### src/design/cpd_pkg.sv
package cpd_pkg;

  localparam int unsigned LatZones = 15;
  localparam int unsigned ZoneEven = 4 * LatZones;
  localparam int unsigned ZoneOdd  = 4 * LatZones - 1;
  localparam int unsigned NlRows   = 58;
  localparam logic [4:0]  DfPosition = 5'h11;
  localparam logic [4:0]  TcLow  = 5'd9;
  localparam logic [4:0]  TcHigh = 5'd18;
  localparam int unsigned DivWidth = 40;
  localparam logic [31:0] Deg270Bam = 32'hC000_0000;
  localparam logic [27:0] Deg8Scale = 28'd140625000;

  typedef enum logic [1:0] {
    KIND_STORED   = 2'd0,
    KIND_POSITION = 2'd1,
    KIND_MISMATCH = 2'd2,
    KIND_OTHER    = 2'd3
  } kind_e;

  typedef struct packed {
    logic [23:0] addr;
    logic        flag;
    logic [16:0] lat;
    logic [16:0] lon;
  } record_t;

  typedef struct packed {
    logic [DivWidth-1:0] dividend;
    logic [6:0]          divisor;
    logic                start;
  } div_req_t;

  typedef struct packed {
    logic [DivWidth-1:0] quotient;
    logic                done;
  } div_rsp_t;

  // zone thresholds in 1e-8 degree
  function automatic logic [35:0] nl_limit(input logic [5:0] k);
    logic [35:0] v;
    unique case (k)
      6'd0:  v = 36'd1047047130;
      6'd1:  v = 36'd1482817437;
      6'd2:  v = 36'd1818626357;
      6'd3:  v = 36'd2102939493;
      6'd4:  v = 36'd2354504487;
      6'd5:  v = 36'd2582924707;
      6'd6:  v = 36'd2793898710;
      6'd7:  v = 36'd2991135686;
      6'd8:  v = 36'd3177209708;
      6'd9:  v = 36'd3353993436;
      6'd10: v = 36'd3522899598;
      6'd11: v = 36'd3685025108;
      6'd12: v = 36'd3841241892;
      6'd13: v = 36'd3992256684;
      6'd14: v = 36'd4138651832;
      6'd15: v = 36'd4280914012;
      6'd16: v = 36'd4419454951;
      6'd17: v = 36'd4554626723;
      6'd18: v = 36'd4686733252;
      6'd19: v = 36'd4816039128;
      6'd20: v = 36'd4942776439;
      6'd21: v = 36'd5067150166;
      6'd22: v = 36'd5189342469;
      6'd23: v = 36'd5309516153;
      6'd24: v = 36'd5427817472;
      6'd25: v = 36'd5544378444;
      6'd26: v = 36'd5659318756;
      6'd27: v = 36'd5772747354;
      6'd28: v = 36'd5884763776;
      6'd29: v = 36'd5995459277;
      6'd30: v = 36'd6104917774;
      6'd31: v = 36'd6213216659;
      6'd32: v = 36'd6320427479;
      6'd33: v = 36'd6426616523;
      6'd34: v = 36'd6531845310;
      6'd35: v = 36'd6636171008;
      6'd36: v = 36'd6739646774;
      6'd37: v = 36'd6842322022;
      6'd38: v = 36'd6944242631;
      6'd39: v = 36'd7045451075;
      6'd40: v = 36'd7145986473;
      6'd41: v = 36'd7245884545;
      6'd42: v = 36'd7345177442;
      6'd43: v = 36'd7443893416;
      6'd44: v = 36'd7542056257;
      6'd45: v = 36'd7639684391;
      6'd46: v = 36'd7736789461;
      6'd47: v = 36'd7833374083;
      6'd48: v = 36'd7929428225;
      6'd49: v = 36'd8024923213;
      6'd50: v = 36'd8119801349;
      6'd51: v = 36'd8213956981;
      6'd52: v = 36'd8307199445;
      6'd53: v = 36'd8399173563;
      6'd54: v = 36'd8489166191;
      6'd55: v = 36'd8575541621;
      6'd56: v = 36'd8653536998;
      6'd57: v = 36'd8700000000;
      default: v = 36'd0;
    endcase
    return v;
  endfunction

endpackage

### src/design/cpd_div.sv
module cpd_div (
  input  logic               clk_i,
  input  logic               rst_ni,
  input  cpd_pkg::div_req_t  req_i,
  output cpd_pkg::div_rsp_t  rsp_o
);
  import cpd_pkg::*;

  logic [DivWidth-1:0] quo_q, quo_d;
  logic [6:0]          rem_q, rem_d;
  logic [6:0]          den_q, den_d;
  logic [5:0]          cnt_q, cnt_d;
  logic                busy_q, busy_d;
  logic                done_q, done_d;
  logic [7:0]          shifted;
  logic                fits;

  assign shifted = {rem_q, quo_q[DivWidth-1]};
  assign fits    = shifted >= {1'b0, den_q};

  always_comb begin
    quo_d  = quo_q;
    rem_d  = rem_q;
    den_d  = den_q;
    cnt_d  = cnt_q;
    busy_d = busy_q;
    done_d = 1'b0;
    if (req_i.start) begin
      quo_d  = req_i.dividend;
      rem_d  = '0;
      den_d  = req_i.divisor;
      cnt_d  = 6'(DivWidth);
      busy_d = 1'b1;
    end else if (busy_q) begin
      rem_d = fits ? 7'(shifted - {1'b0, den_q}) : shifted[6:0];
      quo_d = {quo_q[DivWidth-2:0], fits};
      cnt_d = cnt_q - 6'd1;
      if (cnt_q == 6'd1) begin
        busy_d = 1'b0;
        done_d = 1'b1;
      end
    end
  end

  always_ff @(posedge clk_i or negedge rst_ni) begin
    if (!rst_ni) begin
      busy_q <= 1'b0;
      done_q <= 1'b0;
      cnt_q  <= '0;
    end else begin
      busy_q <= busy_d;
      done_q <= done_d;
      cnt_q  <= cnt_d;
    end
  end

  always_ff @(posedge clk_i) begin
    quo_q <= quo_d;
    rem_q <= rem_d;
    den_q <= den_d;
  end

  assign rsp_o.quotient = quo_q;
  assign rsp_o.done     = done_q;

endmodule

### config.mk
export PLATFORM = sky130hd
export DESIGN_NAME = cpd_div
export DESIGN_NICKNAME = d
export VERILOG_FILES = /design/src/design/cpd_pkg.sv /design/src/design/cpd_div.sv
export SDC_FILE = /design/constraint.sdc
export NUM_CORES = 1
export LEC_CHECK = 0
export ABC_AREA = 1
export BUFFER_PORTS_ARGS = -buffer_cell sky130_fd_sc_hd__buf_2
export CELL_PAD_IN_SITES_DETAIL_PLACEMENT = 1
export CELL_PAD_IN_SITES_GLOBAL_PLACEMENT = 1
export CORE_ASPECT_RATIO = 0.5
export CORE_UTILIZATION = 30
export CTS_BUF_LIST = sky130_fd_sc_hd__clkbuf_4 sky130_fd_sc_hd__clkbuf_8 sky130_fd_sc_hd__clkbuf_16
export DETAILED_ROUTE_END_ITERATION = 8
export PLACE_DENSITY = 0.65
export SETUP_SLACK_MARGIN = 0.4
export SLEW_MARGIN = 20
export SYNTH_ARGS = -nofsm -noshare
export SYNTH_HDL_FRONTEND = slang
export SYNTH_SLANG_ARGS = --single-unit
### constraint.sdc
create_clock -name clk_i -period 2.7 [get_ports clk_i]
set_input_delay 0 -clock clk_i [delete_from_list [all_inputs] [get_ports clk_i]]
set_output_delay 0 -clock clk_i [all_outputs]
set_load 0.1 [all_outputs]
Word-level counts from Yosys, hierarchy flattened --
Index checks and enable logic that the tools add are counted.
Word-level totals: flip-flop bits (word level) 62, word-level logic and storage cells 22, input port bits 50, output and inout port bits 41
Cells by class: order comparisons 1, reduce and logical (&&, ||, !) cells 1, muxes and demuxes 11, add/sub/neg operators 2, equal/unequal tests 1
Operators by type and width (count):
- 40-bit 2-to-1 mux | 2
- 6-bit 2-to-1 mux | 2
- 8-bit by 7-bit greater-or-equal comparator with 1-bit output | 1
- 7-bit 2-to-1 mux | 1
- 7-bit subtractor | 1
- 6-bit by 1-bit equality test with 1-bit output, second input constant | 1
- 1-bit 2-to-1 mux | 6
- 6-bit by 1-bit subtractor with 6-bit output, second input constant | 1
- 2-bit nonzero test | 1

Longest topological paths before layout --
word-level depth 4, mapped depth 12, depth with buffers taken out 12

Least setup slack after synthesis --
No wires, ideal clock.
path kind flip-flop to flip-flop, from register quo_q[39], to register rem_q[0], cell stages (with the launch flop) 12, period minus slack after synthesis 2424 ps, path slack 276 ps, arrival 2268 ps, cells stage by stage edfxtp_1 inv_1 ha_1 fa_1 inv_1 nand2_1 nand2_2 nand3_2 nand3_4 nand2_1 nand3_1 o21ai_2
Between the ends: word-level cells in the longest chain between the ends 2, elaborated cells between the ends (all ways) 3, classes of those cells add/sub: 1; order compare: 1; mux: 1
Ends and longest elaborated chain:
- from (decl) | line cpd_div.sv:9 | logic [DivWidth-1:0] quo_q, quo_d;
- from (signal assigned) | line cpd_div.sv:58 | quo_q <= quo_d;
- 7-bit subtractor or 8-bit by 7-bit greater-or-equal comparator with 1-bit output (tied branches) | line cpd_div.sv:35, cpd_div.sv:19
- 7-bit 2-to-1 mux (*) | line cpd_div.sv:35 | rem_d = fits ? 7'(shifted - {1'b0, den_q}) : shifted[6:0];
- to (signal assigned) | line cpd_div.sv:59 | rem_q <= rem_d;
- to (decl) | line cpd_div.sv:10 | logic [6:0] rem_q, rem_d;
Mark *: on every way between the ends. The rest lies on a longest branch, timed or not. A chain may end at the register's enable or synchronous reset.

Worst setup path after layout --
from register quo_q[39], to register quo_q[0] (data pin)
Between the ends: word-level cells in the longest chain between the ends 3
Ends and longest elaborated chain:
- 8-bit by 7-bit greater-or-equal comparator with 1-bit output | line cpd_div.sv:19 | assign fits = shifted >= {1'b0, den_q};
- 40-bit 2-to-1 mux | line cpd_div.sv:34 | end else if (busy_q) begin
- 40-bit 2-to-1 mux | line cpd_div.sv:28 | if (req_i.start) begin
- via quo_d[0] | line cpd_div.sv:9
The timed path passes the listed nets, and every way through them passes these cells. The select of a mux whose other input is x is not followed.

==> run_results.csv <==
group,metric,value,unit
outcome,status,"complete, no violations",
grt,antenna_found_initial,0,
floorplanning,die_w,145,µm
worst_setup_path,crit_chain,"inv_1, ha_2, fa_2, inv_2, nand2_1, nand2_2, nand2_2, nand2_1, nand2_2, a31oi_1",
timing,finalWorstSetupSlack,0.983,ns
route,wirelength,8370,µm
logic_synthesis,syn-mean-instance-area,9.14,µm²
worst_setup_path,cp.buffers_inverters,2,
worst_setup_path,slowest_stage,"edfxtp_1",
clock_tree,clkSinkCount,62,
hold_path,holdCritPathClass,"in2async",
logic_synthesis,syn_inst,336,
route,vias,2741,
worst_setup_path,path_class,"reg2reg",
timing,min_period,1.72,ns
power,power.density,817,nW/µm²
timing,slew_headroom,0.493,
route,avgRoutedWirePerCell,13.5,µm
floorplanning,core_area,9700,µm²
worst_setup_path,start_kind,"flop",
floorplanning,num_rows,25,
logic_synthesis,synth_warnings,0,
finish,fin_nets,538,
run,cap_violations,0,
clock_tree,ctsRootBufferMaster,"clkbuf_16",
timing,fin_crit_sh,0.636,
floorplanning,io-pin-count,91,
clock_tree,insertion_delay,0.33,ns
timing,finalMaxSlewViolations,0,
timing,tightest_slew,0.759,ns
placement,gp_congestion,0.756,
route,ant_nets,0,
clock_tree,post_cts_buffers,0,
clock_tree,clk_pin_slew,0.05,ns
finish,drive_gt1_frac,0.282,
logic_synthesis,syn-num-nets,396,
logic_synthesis,seq_area_frac_synth,0.570,
power,p_leak,2.21,nW
worst_setup_path,required,2.73,ns
logic_synthesis,synth_ff_type,"edfxtp_1",
worst_setup_path,critPathMaxStageDelay,0.38,ns
timing,rsz0062_at_grt,"false",
clock_tree,htreeDepth,3,
placement,pre_cts_slack,1.00,ns
power,ir_worst_vdd,356,µV
timing,finalHoldViolations,0,
route,drc,0,
timing,fin_tns_setup,0,ns
floorplanning,die_h,73.5,µm
clock_tree,numCtsBuffers,9,
clock_tree,cts_tree,"yes",
worst_setup_path,cp_top_family,"adder cells",
worst_setup_path,critPathCaptureType,"flop",
grt,grt_util_all_layers,0.167,
worst_setup_path,cpMostUsedCell,"nand2_2",
finish,antenna_cells,0,
placement,hpwl,5550,µm
finish,design_area,4430,µm²
finish,final_common_cell,"nand2_1",
finish,nFillCells,1167,
logic_synthesis,ys_types,30,
finish,syn2layout_area_growth,44.1,%
worst_setup_path,worstPathArrival,1.75,ns
grt,overflow,0,
placement,io_buffers,90,
logic_synthesis,synth_edf_count,47,
grt,grt_max_degree,45,
route,vias_per_cell,4.44,
route,first_iter_violations,74,
logic_synthesis,async_flop_share,0.129,
finish,final_util,0.456,
timing,fmax,582,MHz
finish,mostFrequentLayoutCells,"166 x nand2_1, 90 x buf_2, 47 x edfxtp_1, 47 x dlygate4sd3_1, 23 x inv_1",
logic_synthesis,synthesis.area,3070,µm²
worst_setup_path,path_max_fanout,8,
timing,clock_skew,0.00663,ns
grt,grt_pass1_vias,2765,
clock_tree,clock_path_buffers,2,
logic_synthesis,synth_seq_cells,62,
route,drt_pass1_iterations,4,
floorplanning,initial_core_util,0.317,
grt,grt_pass1_wl,13500,µm
timing,final-setup-viol-count,0,
floorplanning,dieArea,10700,µm²
placement,dpl-instance-area,3670,µm²
==> power by group <==
group          internal [W]  leakage [nW]  switching [W]
registers           0.00116         0.660      0.0000780
clock network      0.000676         0.146       0.000399
logic              0.000362          1.40       0.000937
total               0.00220          2.21        0.00141
==> through the flow <==
| stage | hold WS, ns | instances | total power [W] |
|---|---|---|---|
| after floorplan | -0.296 | 336 | 0.00226 |
| after global placement | -0.147 | 555 | 0.00250 |
| after detailed placement | -0.144 | 555 | 0.00251 |
| after CTS | 0.0395 | 618 | 0.00365 |
| after global routing | 0.0579 | 618 | 0.00381 |
| final | 0.0481 | 618 | 0.00362 |
==> routing by layer <==
layer | up-vias | wire, µm | track usage
li1 | 1363 | - | -
met1 | 1293 | 3540 | 0.185
met2 | 65 | 4290 | 0.308
met3 | 20 | 319 | 0.0422
met4 | 0 | 214 | 0.0807
met5 | - | 0 | 0
==> flip-flops by register name (all words and copies together) (netlist names) <==
| name | flops |
|---|---|
| rem_q | 7 |
| busy_q | 1 |
| den_q | 7 |
| quo_q | 40 |
| done_q | 1 |
| cnt_q | 6 |
==> synth_stat cells, drive strengths merged, types with 2 or more instances <==
| library cell | number | area (µm²) |
|---|---|---|
| a21oi | 5 | 36.3 |
| clkbuf | 9 | 43.8 |
| dfrtp | 8 | 200 |
| dfxtp | 7 | 140 |
| edfxtp | 47 | 1410 |
| ha | 9 | 113 |
| inv | 29 | 109 |
| nand2 | 170 | 648 |
| nand3 | 20 | 133 |
| nand3b | 5 | 37.5 |
| nand4 | 2 | 12.5 |
| nor2 | 10 | 72.6 |
| nor3 | 3 | 15.0 |
| o21ai | 4 | 23.8 |
| or2 | 2 | 17.5 |
| xor2 | 2 | 17.5 |
==> final timing paths <==
| path | start | to | slack, ns | depth (start not counted) |
|---|---|---|---|---|
| max | quo_q[39]$_DFFE_PP_ | quo_q[0]$_DFFE_PP_ | 0.98 | 10 |
| min | rst_ni | cnt_q[3]$_DFFE_PN0P_ | 0.05 | 2 |
| max reg2reg | quo_q[39]$_DFFE_PP_ | quo_q[0]$_DFFE_PP_ | 0.98 | 10 |
| min reg2reg | rem_q[6]$_SDFFE_PP0P_ | rem_q[6]$_SDFFE_PP0P_ | 0.47 | 2 |
| max in group asynchronous | rst_ni | cnt_q[0]$_DFFE_PN0P_ | 2.48 | 2 |
| min in group clk_i | req_i[8] | quo_q[0]$_DFFE_PP_ | 0.06 | 3 |
==> kinds of logic (layout without fill, tap and decap cells) <==
kind of cell	after synthesis	after routing	share of synthesized area
AND/OR/NAND/NOR	212	212	0.305
adder cells (fa/ha/maj)	10	10	0.0432
flip-flops	62	62	0.570
AO/OA/AOI/OAI	11	11	0.0236
XOR/XNOR	2	2	0.00571
buffers and inverters	39	186	0.0522
==> area by class of cell <==
type | count | area (µm²) | area share
timing repair buffer | 141 | 951 | 0.215
sequential | 62 | 1750 | 0.396
tap | 135 | 169 | 0.0382
inverter | 29 | 109 | 0.0246
clock buffer | 12 | 260 | 0.0588
clock inverter | 4 | 21.3 | 0.00481
multi-input combinational | 235 | 1160 | 0.263
==> timing repair <==
item | CTS | global route
hold buffers | 47 | 0
endpoints found under the hold margin | 54 | 0
resized for setup | 0 | 0
(Power assumes the default switching activity.)
