$ cat src/design/cpd_ram.sv
module cpd_ram #(
  parameter int unsigned WIDTH = 8,
  parameter int unsigned DEPTH = 16
) (
  input  logic                                    clk_i,
  input  logic                                    we_i,
  input  logic [(DEPTH > 1 ? $clog2(DEPTH) : 1)-1:0] waddr_i,
  input  logic [WIDTH-1:0]                        wdata_i,
  input  logic                                    re_i,
  input  logic [(DEPTH > 1 ? $clog2(DEPTH) : 1)-1:0] raddr_i,
  output logic [WIDTH-1:0]                        rdata_o
);

  logic [WIDTH-1:0] mem_q [DEPTH];
  logic [WIDTH-1:0] rdata_q;

  always_ff @(posedge clk_i) begin
    if (we_i) begin
      mem_q[waddr_i] <= wdata_i;
    end
    if (re_i) begin
      rdata_q <= mem_q[raddr_i];
    end
  end

  assign rdata_o = rdata_q;

endmodule

$ cat config.mk
export PLATFORM = sky130hd
export DESIGN_NAME = cpd_ram
export DESIGN_NICKNAME = d
export VERILOG_FILES = /design/src/design/cpd_ram.sv
export SDC_FILE = /design/constraint.sdc
export NUM_CORES = 1
export LEC_CHECK = 0
export BUFFER_PORTS_ARGS = -buffer_cell sky130_fd_sc_hd__clkbuf_2
export CAP_MARGIN = 10
export CORE_MARGIN = 2
export CORE_UTILIZATION = 60
export DETAILED_ROUTE_END_ITERATION = 16
export GPL_TIMING_DRIVEN = 0
export PLACE_DENSITY = 0.81
export SYNTH_ARGS = -nofsm -noshare
export SYNTH_HDL_FRONTEND = slang
export SYNTH_SLANG_ARGS = --single-unit
$ cat constraint.sdc
create_clock -name clk_i -period 3.6 [get_ports clk_i]
set_input_delay 0.36 -clock clk_i [delete_from_list [all_inputs] [get_ports clk_i]]
set_output_delay 0.36 -clock clk_i [all_outputs]
set_load 0.1 [all_outputs]
# Word level (Yosys, flattened, before mapping)
# Memory sizes are Yosys's and may differ from the RTL's. A register that Yosys moved wholly into a read port is not among the register bits.
# Index checks and enable logic that the tools add are counted.
[op_classes]
eq_ne = 0
n_mul = 0
mux = 2
div = 0
reduce_logical = 0
add_sub_neg = 0
n_shift = 0
bitwise_logic = 0
n_lt_le_gt_ge = 0
[op_table]
columns = ["operator", "count"]
rows = [
  ["$mux 1", 2],
]
[totals]
mem_count = 1
elab_cells = 3
ramBits = 128
inputBits = 19
latch_bits = 0
register_bits = 0
out_inout_bits = 8
rom_bits = 0
[mem_list]
columns = ["memory", "words", "word_bits", "read_ports", "rd_ports_with_merged_regs", "wr", "line", "text"]
rows = [
  ["mem_q", 16, 8, 1, 1, 1, "14", "logic [WIDTH-1:0] mem_q [DEPTH];"],
]

# Longest topological paths before layout
# Gate-level depths: netlist of the first run.
[logic_depth]
word_depth = 2
depth_mapped = 5
ltp_nobuf = 3

# Least setup slack after synthesis of the first run
# Ideal clock, no wire load.
[synth_timing]
path_type = "input-to-reg"
start = "input port waddr_i[2] in the netlist's numbering"
end = "memory mem_q[0][0], enable pin"
setup_time_ns = 0.383
cell_stages = 2
n_path_buf = 0
required_time_ns = 3.217
setup_slack_ns = 1.747
arrival_ns = 1.470
cell_sequence = "or3b_2 nor3_1"
[synth_lines]
columns = ["item", "line", "text"]
rows = [
  ["start, declared", "7", "input logic [(DEPTH > 1 ? $clog2(DEPTH) : 1)-1:0] waddr_i,"],
  ["end, declared", "14", ""],
]
# No word-level cell before the write port.

# Worst setup path in the final report of the first run
[layout_timing]
start = "register rdata_q[6] (netlist: rdata_o[6]) (read register of mem_q)"
end = "output port rdata_o[6]"
[layout_lines]
columns = ["item", "line", "text"]
rows = [
  ["start, declared", "15", "logic [WIDTH-1:0] rdata_q;"],
  ["end, declared", "11", "output logic [WIDTH-1:0] rdata_o"],
]
# No word-level cell between the ends.

==> impl_metrics.yaml, run 1 <==
outcome:
  status: "complete, no violations"
critical_path:
  crit_path_cell_trace: "clkbuf_2"
  arrival_ns: 1.30
  rr_worst_depth: 3
  critPathLaunchType: "flip-flop"
  critPathKind: "reg2out"
  required_ns: 3.24
  reg2reg_from: "mem_q[4][0]"
  worst-path-buf-inv: 1
  cp_slowest_cell: "clkbuf_2"
  endpoint_kind: "output port"
  path_max_fanout: 1
  max_stage_delay_ns: 0.45
  timing.rr.end: "rdata_o[0]"
  cpLargestDelayFamily: "buffers and inverters"
  ff2ff_setup_slack_ns: 2.00
grt:
  grt_pass1_vias: 2545
  grt_pass1_wl_um: 14800
  groute.usage.overall: 0.225
  grt_max_degree: 17
  antenna_found_initial: 0
  overflow: 0
clock_tree:
  cts_tree: "yes"
  clk_latency_ns: 0.52
  cts_sinks: 136
  cts_resized: 0
  htreeDepth: 4
  cts_hold_buf: 0
  clk_path_buf_depth: 2
  cts-buffers-inserted: 17
  clock-root-buffer: "clkbuf_8"
  cts_setup_buffers: 0
  clk_pin_slew_worst_paths_ns: 0.06
sta:
  fin_crit_ns: 1.66
  finalSetupTns_ns: 0
  fmax_ghz: 0.604
  clock_skew_ns: 0.00707
  finalHoldWorstSlack_ns: 0.229
  tightest_slew_ns: 1.23
  min_period_over_period: 0.460
  rsz0062_at_grt: "no"
  max_slew_margin: 0.175
  setup_slack_ns: 1.94
  maxSlewViolCount: 0
  setup_viol: 0
  finalHoldViolCount: 0
synthesis:
  ys_top_cells_by_area: "edfxtp_1 78%, mux4_2 7.8%, mux4_1 7.0%"
  syn_avg_cell_area_um2: 22.8
  yosysUniqueCellTypes: 18
  synth_seq_cells: 136
  synth_edf_count: 136
  synth_area_um2: 5230
  synth_cells: 229
  syn_nets: 248
  post-synth-top-area-cell: "edfxtp_1"
  synthFlopType: "edfxtp_1"
  synth_top_area_frac: 0.781
  async_flop_share: 0
  yosysSeqAreaShare: 0.781
  yosys_warnings: 0
  synth_common_cells: "136 x edfxtp_1, 18 x mux4_2, 16 x a22oi_1"
  synth.most_common_cell: "edfxtp_1"
cells_and_area:
  fillerInstances: 519
  finish.utilization: 0.699
  syn2layout_area_growth_pct: 14.9
  stdcell_count: 394
  nets: 293
  final_area_um2: 6010
  antenna_cells: 0
  drive_above_1_share: 0.283
power:
  p_per_area_nw_per_um2: 583
  totalPowerFinal_mw: 3.50
  p_leak_nw: 2.01
  peakVddDrop_mv: 0.399
run:
  cap_violations: 0
placed_design:
  post_dp_cell_area_um2: 5490
  post-dp-hpwl_um: 6190
  dp.cells: 362
  gp_congestion: 0.721
  pre_cts_ws_ns: 1.11
  port_buffers: 25
floorplanning:
  num_rows: 34
  dieHeight_um: 97.3
  core-area_um2: 8590
  dieArea_um2: 9480
  fp.dieW_um: 97.3
  initial_utilization: 0.608
  io_pins: 27
worst_hold_path:
  holdPathEnd: "rdata_o[1]"
  hold_start: "re_i"
  min_path_type: "in2reg"
  hold_depth: 1
routing:
  drc: 0
  drt_iter0_markers: 404
  ant_nets: 0
  dr_total_vias: 2517
  firstDrtPassIters: 5
  wl_um: 10000
  viasPerCell: 6.39
  routedWlPerCell_um: 25.4
per-layer routing:
| layer | GRT usage | wire, um |
|---|---|---|
| met2 | 0.349 | 5040 |
| met5 | 0 | 0 |
| met1 | 0.311 | 4080 |
| met4 | 0.0812 | 160 |
| met3 | 0.0691 | 740 |
layout make-up:
| cell class | count | area [um2] | share of cell area |
|---|---|---|---|
| Clock inverter | 11 | 83.8 | 0.0140 |
| Multi-Input combinational cell | 83 | 1060 | 0.177 |
| Timing Repair Buffer | 26 | 130 | 0.0217 |
| Buffer | 10 | 86.3 | 0.0144 |
| Sequential cell | 136 | 4080 | 0.680 |
| Clock buffer | 20 | 425 | 0.0708 |
| Tap cell | 108 | 135 | 0.0225 |
how the worst max path moves through the flow:
stage | from | endpoint | cells past startpoint
6_report | rdata_o[6] | rdata_o[6] | 1
3_3_place_gp | waddr_i[2] | mem_q[0][7] | 3
2_1_floorplan | waddr_i[2] | mem_q[0][0] | 2
5_1_grt | rdata_o[4] | rdata_o[4] | 1
3_5_place_dp | waddr_i[2] | mem_q[0][7] | 3
4_1_cts | waddr_i[2] | mem_q[0][0] | 3
flip-flops by register name, indices dropped and copies added (netlist names):
| register | count |
|---|---|
| mem_q | 128 |
| rdata_o | 8 |
logic make-up (layout without fill, tap and decap cells):
logic type | count (synthesis) | count (layout) | synth area share
AO/OA/AOI/OAI | 16 | 16 | 0.0230
buffers and inverters | 10 | 67 | 0.0165
flip-flops | 136 | 136 | 0.781
multiplexers | 32 | 32 | 0.148
AND/OR/NAND/NOR | 35 | 35 | 0.0314
placed cells by master, fill, tap and decap left out:
master	netlist	final
edfxtp_1	136	136
clkbuf_2	0	25
mux4_2	18	18
a22oi_1	16	16
clkbuf_16	0	16
mux4_1	14	14
nor2_1	13	13
nand2_1	9	9
buf_2	3	4
clkinv_2	0	4
buf_6	3	3
clkdlybuf4s25_2	3	3
nor3_1	4	3
clkbuf_1	0	3
clkinvlp_4	0	3
clkinv_1	0	3
nand3b_1	2	2
nand2b_1	2	2
nor2b_1	1	1
buf_4	1	1
and2_1	1	1
and2b_1	1	1
nand3_1	1	1
or3b_2	1	1
nor3_2	0	1
clkbuf_8	0	1
bufinv_16	0	1
where the power goes:
| part | total (mW) | internal [mW] | switching (mW) |
|---|---|---|---|
| sequential | 1.80 | 1.79 | 0.00974 |
| clock | 1.48 | 0.896 | 0.588 |
| combinational | 0.221 | 0.0684 | 0.152 |
(Power assumes the default switching activity.)
==> inputs of run 2 (changes only) <==
--- a/config.mk
+++ b/config.mk
@@ -8,10 +8,10 @@
 export BUFFER_PORTS_ARGS = -buffer_cell sky130_fd_sc_hd__clkbuf_2
 export CAP_MARGIN = 10
 export CORE_MARGIN = 2
-export CORE_UTILIZATION = 60
+export CORE_UTILIZATION = 54
 export DETAILED_ROUTE_END_ITERATION = 16
 export GPL_TIMING_DRIVEN = 0
-export PLACE_DENSITY = 0.81
+export PLACE_DENSITY = 0.77
 export SYNTH_ARGS = -nofsm -noshare
 export SYNTH_HDL_FRONTEND = slang
 export SYNTH_SLANG_ARGS = --single-unit
==> constraint.sdc (replaced) <==
create_clock -name clk_i -period 1.35 [get_ports clk_i]
set_input_delay 0.135 -clock clk_i [delete_from_list [all_inputs] [get_ports clk_i]]
set_output_delay 0.135 -clock clk_i [all_outputs]
set_load 0.1 [all_outputs]
==> impl_metrics.yaml, run 2 (same netlist as run 1, synthesis figures left out) <==
sta:
  setup_viol: 8
  max_slew_margin: 0.233
  finalHoldViolCount: 0
  tightest_slew_ns: 1.14
  rsz0062_at_grt: "yes"
  fmax_ghz: 0.695
  setup_slack_ns: -0.0896
  fin_crit_ns: 1.44
  min_period_over_period: 1.07
  clock_skew_ns: 0.00454
  maxSlewViolCount: 0
floorplanning:
  initial_utilization: 0.560
  num_rows: 35
  dieHeight_um: 102
  dieArea_um2: 10500
  io_pins: 27
  fp.dieW_um: 102
  core-area_um2: 9330
critical_path:
  required_ns: 1.61
  critPathKind: "reg2reg"
  ff2ff_setup_slack_ns: -0.09
  timing.rr.end: "rdata_o[5]"
  rr_worst_depth: 3
  endpoint_kind: "flip-flop"
  arrival_ns: 1.70
  reg2reg_from: "mem_q[2][5]"
  path_max_fanout: 1
  critPathLaunchType: "flip-flop"
cells_and_area:
  stdcell_count: 417
  largest-register: "mem_q"
  final_cell_mix: "136 x edfxtp_1, 31 x mux4_2, 18 x clkbuf_2"
  final_common_cell: "edfxtp_1"
  largest_register_ffs: 128
  nets: 294
  antenna_cells: 0
  syn2layout_area_growth_pct: 17.4
  drive_above_1_share: 0.368
grt:
  grt_max_degree: 17
  antenna_found_initial: 0
  grt_pass1_wl_um: 14800
  overflow: 0
  grt_pass1_vias: 2480
  groute.usage.overall: 0.210
clock_tree:
  clk_pin_slew_worst_paths_ns: 0.06
  htreeDepth: 4
  cts_setup_buffers: 0
  clk_latency_ns: 0.51
  clock-root-buffer: "clkbuf_8"
  clk_path_buf_depth: 2
  cts-buffers-inserted: 17
  cts_sinks: 136
  cts_tree: "yes"
routing:
  ant_nets: 0
  drt_iter0_markers: 267
  dr_total_vias: 2406
  wl_um: 9750
  firstDrtPassIters: 4
  routedWlPerCell_um: 23.4
  viasPerCell: 5.77
  drc: 0
worst_hold_path:
  min_path_type: "in2reg"
  hold_depth: 1
  holdPathEnd: "mem_q[3][0]"
  hold_start: "wdata_i[0]"
power:
  p_per_area_nw_per_um2: 1560
  peakVddDrop_mv: 1.13
  totalPowerFinal_mw: 9.58
  p_leak_nw: 1.99
placed_design:
  port_buffers: 25
  post-dp-hpwl_um: 5850
  dp.cells: 383
  gp_congestion: 0.700
outcome:
  violations: "setup timing"
  status: "finished with violations"
run:
  cap_violations: 0
## run 2: area by class of cell
class,count,area [um2]
clock inverter,12,109
clock buffer,20,425
sequential,136,4080
buffer,10,120
tap,129,161
fill,597,3190
multi-input combinational,83,1080
timing repair buffer,27,160
## run 2: metrics by stage
stage	utilization	hold WS [ns]	instance area, um2	TNS, ns	setup slack [ns]
finish	0.658	0.0731	6140	-0.432	-0.0896
floorplan	-	0.234	5230	-1.56	-0.0511
CTS	0.656	0.0701	6120	-0.463	-0.0870
detailed placement	0.591	0.484	5520	-39.04	-0.562
global route	0.658	0.0776	6140	-0.705	-0.122
global placement	0.591	0.487	5520	-36.49	-0.550
## run 2: how the worst max path moves through the flow
stage,cells after the start,from,slack [ns],to
final,3,mem_q[2][5],-0.09,rdata_o[5]
after global routing,3,mem_q[3][5],-0.12,rdata_o[5]
after CTS,3,mem_q[3][5],-0.09,rdata_o[5]
after detailed placement,3,waddr_i[2],-0.56,mem_q[8][7]
after global placement,3,waddr_i[2],-0.55,mem_q[8][2]
after floorplan,2,waddr_i[2],-0.05,mem_q[3][0]
## run 2: worst max-delay path, stage by stage (launching register included)
cell and delay (ns):
edfxtp_1 0.39, mux4_2 0.50, a22oi_2 0.20, nand2_1 0.09
## run 2: what timing repair did
item	4_1_cts	5_1_grt
hold endpoints to repair	8	0
hold buffers	1	0
endpoints found under the setup margin	24	16
resized for setup	19	6
pin swaps	8	5
## run 2: power breakdown
part	leakage, nW	total [mW]	switching [mW]	internal, mW
clock network	0.256	4.15	1.58	2.58
registers	1.24	4.78	0.0221	4.76
logic	0.501	0.647	0.427	0.220
total	1.99	9.58	2.02	7.56
## run 2: per-layer routing
metal,vias up,track usage,routed length [um]
met5,-,0,0
met4,0,0.0749,117
met3,6,0.0581,648
met2,105,0.325,4900
met1,1231,0.294,4090
li1,1064,-,-
==> inputs of run 3 (changes only) <==
--- a/config.mk
+++ b/config.mk
@@ -7,11 +7,12 @@
 export LEC_CHECK = 0
 export BUFFER_PORTS_ARGS = -buffer_cell sky130_fd_sc_hd__clkbuf_2
 export CAP_MARGIN = 10
+export CORE_ASPECT_RATIO = 1.1
 export CORE_MARGIN = 2
-export CORE_UTILIZATION = 54
+export CORE_UTILIZATION = 60
 export DETAILED_ROUTE_END_ITERATION = 16
 export GPL_TIMING_DRIVEN = 0
-export PLACE_DENSITY = 0.77
+export PLACE_DENSITY = 0.81
 export SYNTH_ARGS = -nofsm -noshare
 export SYNTH_HDL_FRONTEND = slang
 export SYNTH_SLANG_ARGS = --single-unit
==> constraint.sdc (replaced) <==
create_clock -name clk_i -period 1.65 [get_ports clk_i]
set_input_delay 0.165 -clock clk_i [delete_from_list [all_inputs] [get_ports clk_i]]
set_output_delay 0.165 -clock clk_i [all_outputs]
set_load 0.1 [all_outputs]
==> impl_metrics.yaml, run 3 (same netlist as run 1, synthesis figures left out) <==
cells_and_area:
  finish.utilization: 0.715
  largest-register: "mem_q"
  syn2layout_area_growth_pct: 15.0
  final_cell_mix: "136 x edfxtp_1, 25 x clkbuf_2, 18 x mux4_2"
  fillerInstances: 503
  largest_register_ffs: 128
  final_area_um2: 6010
  drive_above_1_share: 0.269
  final_common_cell: "edfxtp_1"
  antenna_cells: 0
  nets: 295
power:
  totalPowerFinal_mw: 7.59
  internal_power_mw: 6.00
  p_leak_nw: 2.01
  peakVddDrop_mv: 0.821
  p_comb_frac: 0.065
  p_clk_frac: 0.420
  power.switching_mw: 1.60
  p_per_area_nw_per_um2: 1260
  seq_power_share: 0.516
  p_sw_frac: 0.210
sta:
  finalHoldWorstSlack_ns: 0.0785
  setup_viol: 0
  fin_crit_ns: 1.57
  maxSlewViolCount: 0
  min_period_over_period: 0.949
  finalHoldViolCount: 0
  tightest_slew_ns: 1.13
  fmax_ghz: 0.638
  max_slew_margin: 0.238
  clock_skew_ns: 0.00406
  rsz0062_at_grt: "no"
grt:
  grt_pass1_vias: 2460
  grt_max_degree: 17
  overflow: 0
  antenna_found_initial: 0
  groute.usage.overall: 0.242
  grt_pass1_wl_um: 15300
clock_tree:
  clk_latency_ns: 0.52
  clk_pin_slew_worst_paths_ns: 0.06
  cts_sinks: 136
  cts_hold_buf: 1
  cts_resized: 0
  cts_setup_buffers: 0
  clock-root-buffer: "clkbuf_8"
  cts-buffers-inserted: 17
  cts_tree: "yes"
  htreeDepth: 4
  clk_path_buf_depth: 2
routing:
  viasPerCell: 6.46
  drt_iter0_markers: 352
  wl_um: 10300
  dr_total_vias: 2563
  ant_nets: 0
  drc: 0
  routedWlPerCell_um: 25.9
  firstDrtPassIters: 4
run:
  cap_violations: 0
floorplanning:
  dieHeight_um: 102
  io_pins: 27
  core-area_um2: 8410
  initial_utilization: 0.622
  num_rows: 35
  fp.dieW_um: 93.0
  dieArea_um2: 9480
critical_path:
  endpoint_kind: "flip-flop"
  required_ns: 1.91
  path_max_fanout: 1
  arrival_ns: 1.83
  critPathLaunchType: "flip-flop"
  critPathKind: "reg2reg"
placed_design:
  gp_congestion: 0.736
  post-dp-hpwl_um: 6070
  post_dp_cell_area_um2: 5500
  port_buffers: 25
outcome:
  status: "complete, no violations"
worst_hold_path:
  min_path_type: "in2reg"
run 3: power by group through the flow:
stage                     clock network (mW)  logic [mW]  registers (mW)
after floorplan                            0       0.197            4.10
after global placement                     0       0.465            3.98
after detailed placement                   0       0.481            3.98
after CTS                               3.22       0.490            3.92
after global routing                    3.36       0.517            3.92
final                                   3.19       0.490            3.92
run 3: final timing paths:
path                             startpoint            to  slack [ns]  cells after the start
worst max register to register  mem_q[5][1]    rdata_o[1]        0.08                      3
worst min register to register  mem_q[8][4]    rdata_o[4]        0.76                      3
worst min-delay path             wdata_i[6]  mem_q[15][6]        0.08                      1
worst max-delay path            mem_q[5][1]    rdata_o[1]        0.08                      3
run 3: per-stage QoR:
| stage | setup slack, ns | TNS [ns] | cells |
|---|---|---|---|
| floorplan | 0.203 | 0 | 229 |
| global placement | -0.244 | -8.98 | 365 |
| detailed placement | -0.208 | -8.70 | 365 |
| CTS | 0.0649 | 0 | 395 |
| global route | 0.0167 | 0 | 397 |
| finish | 0.0834 | 0 | 397 |
run 3: metal layers:
metal,GRT usage,part of all wire,vias up
li1,-,-,1076
met1,0.335,0.40,1299
met2,0.368,0.50,163
met3,0.0664,0.076,25
met4,0.118,0.028,0
met5,0,0,-
run 3: area by class of cell:
cell class / instances / area (um2) / share of cell area
Buffer: 10 / 86.3 / 0.0144
Clock inverter: 6 / 53.8 / 0.00895
Timing Repair Buffer: 28 / 148 / 0.0246
Clock buffer: 23 / 437 / 0.0727
Sequential cell: 136 / 4080 / 0.680
Multi-Input combinational cell: 83 / 1060 / 0.177
Tap cell: 111 / 139 / 0.0231
run 3: worst max-delay path, stage by stage (launching register included):
cell      delay, ns
edfxtp_1       0.37
mux4_1         0.57
a22oi_1        0.27
nand2_1        0.11
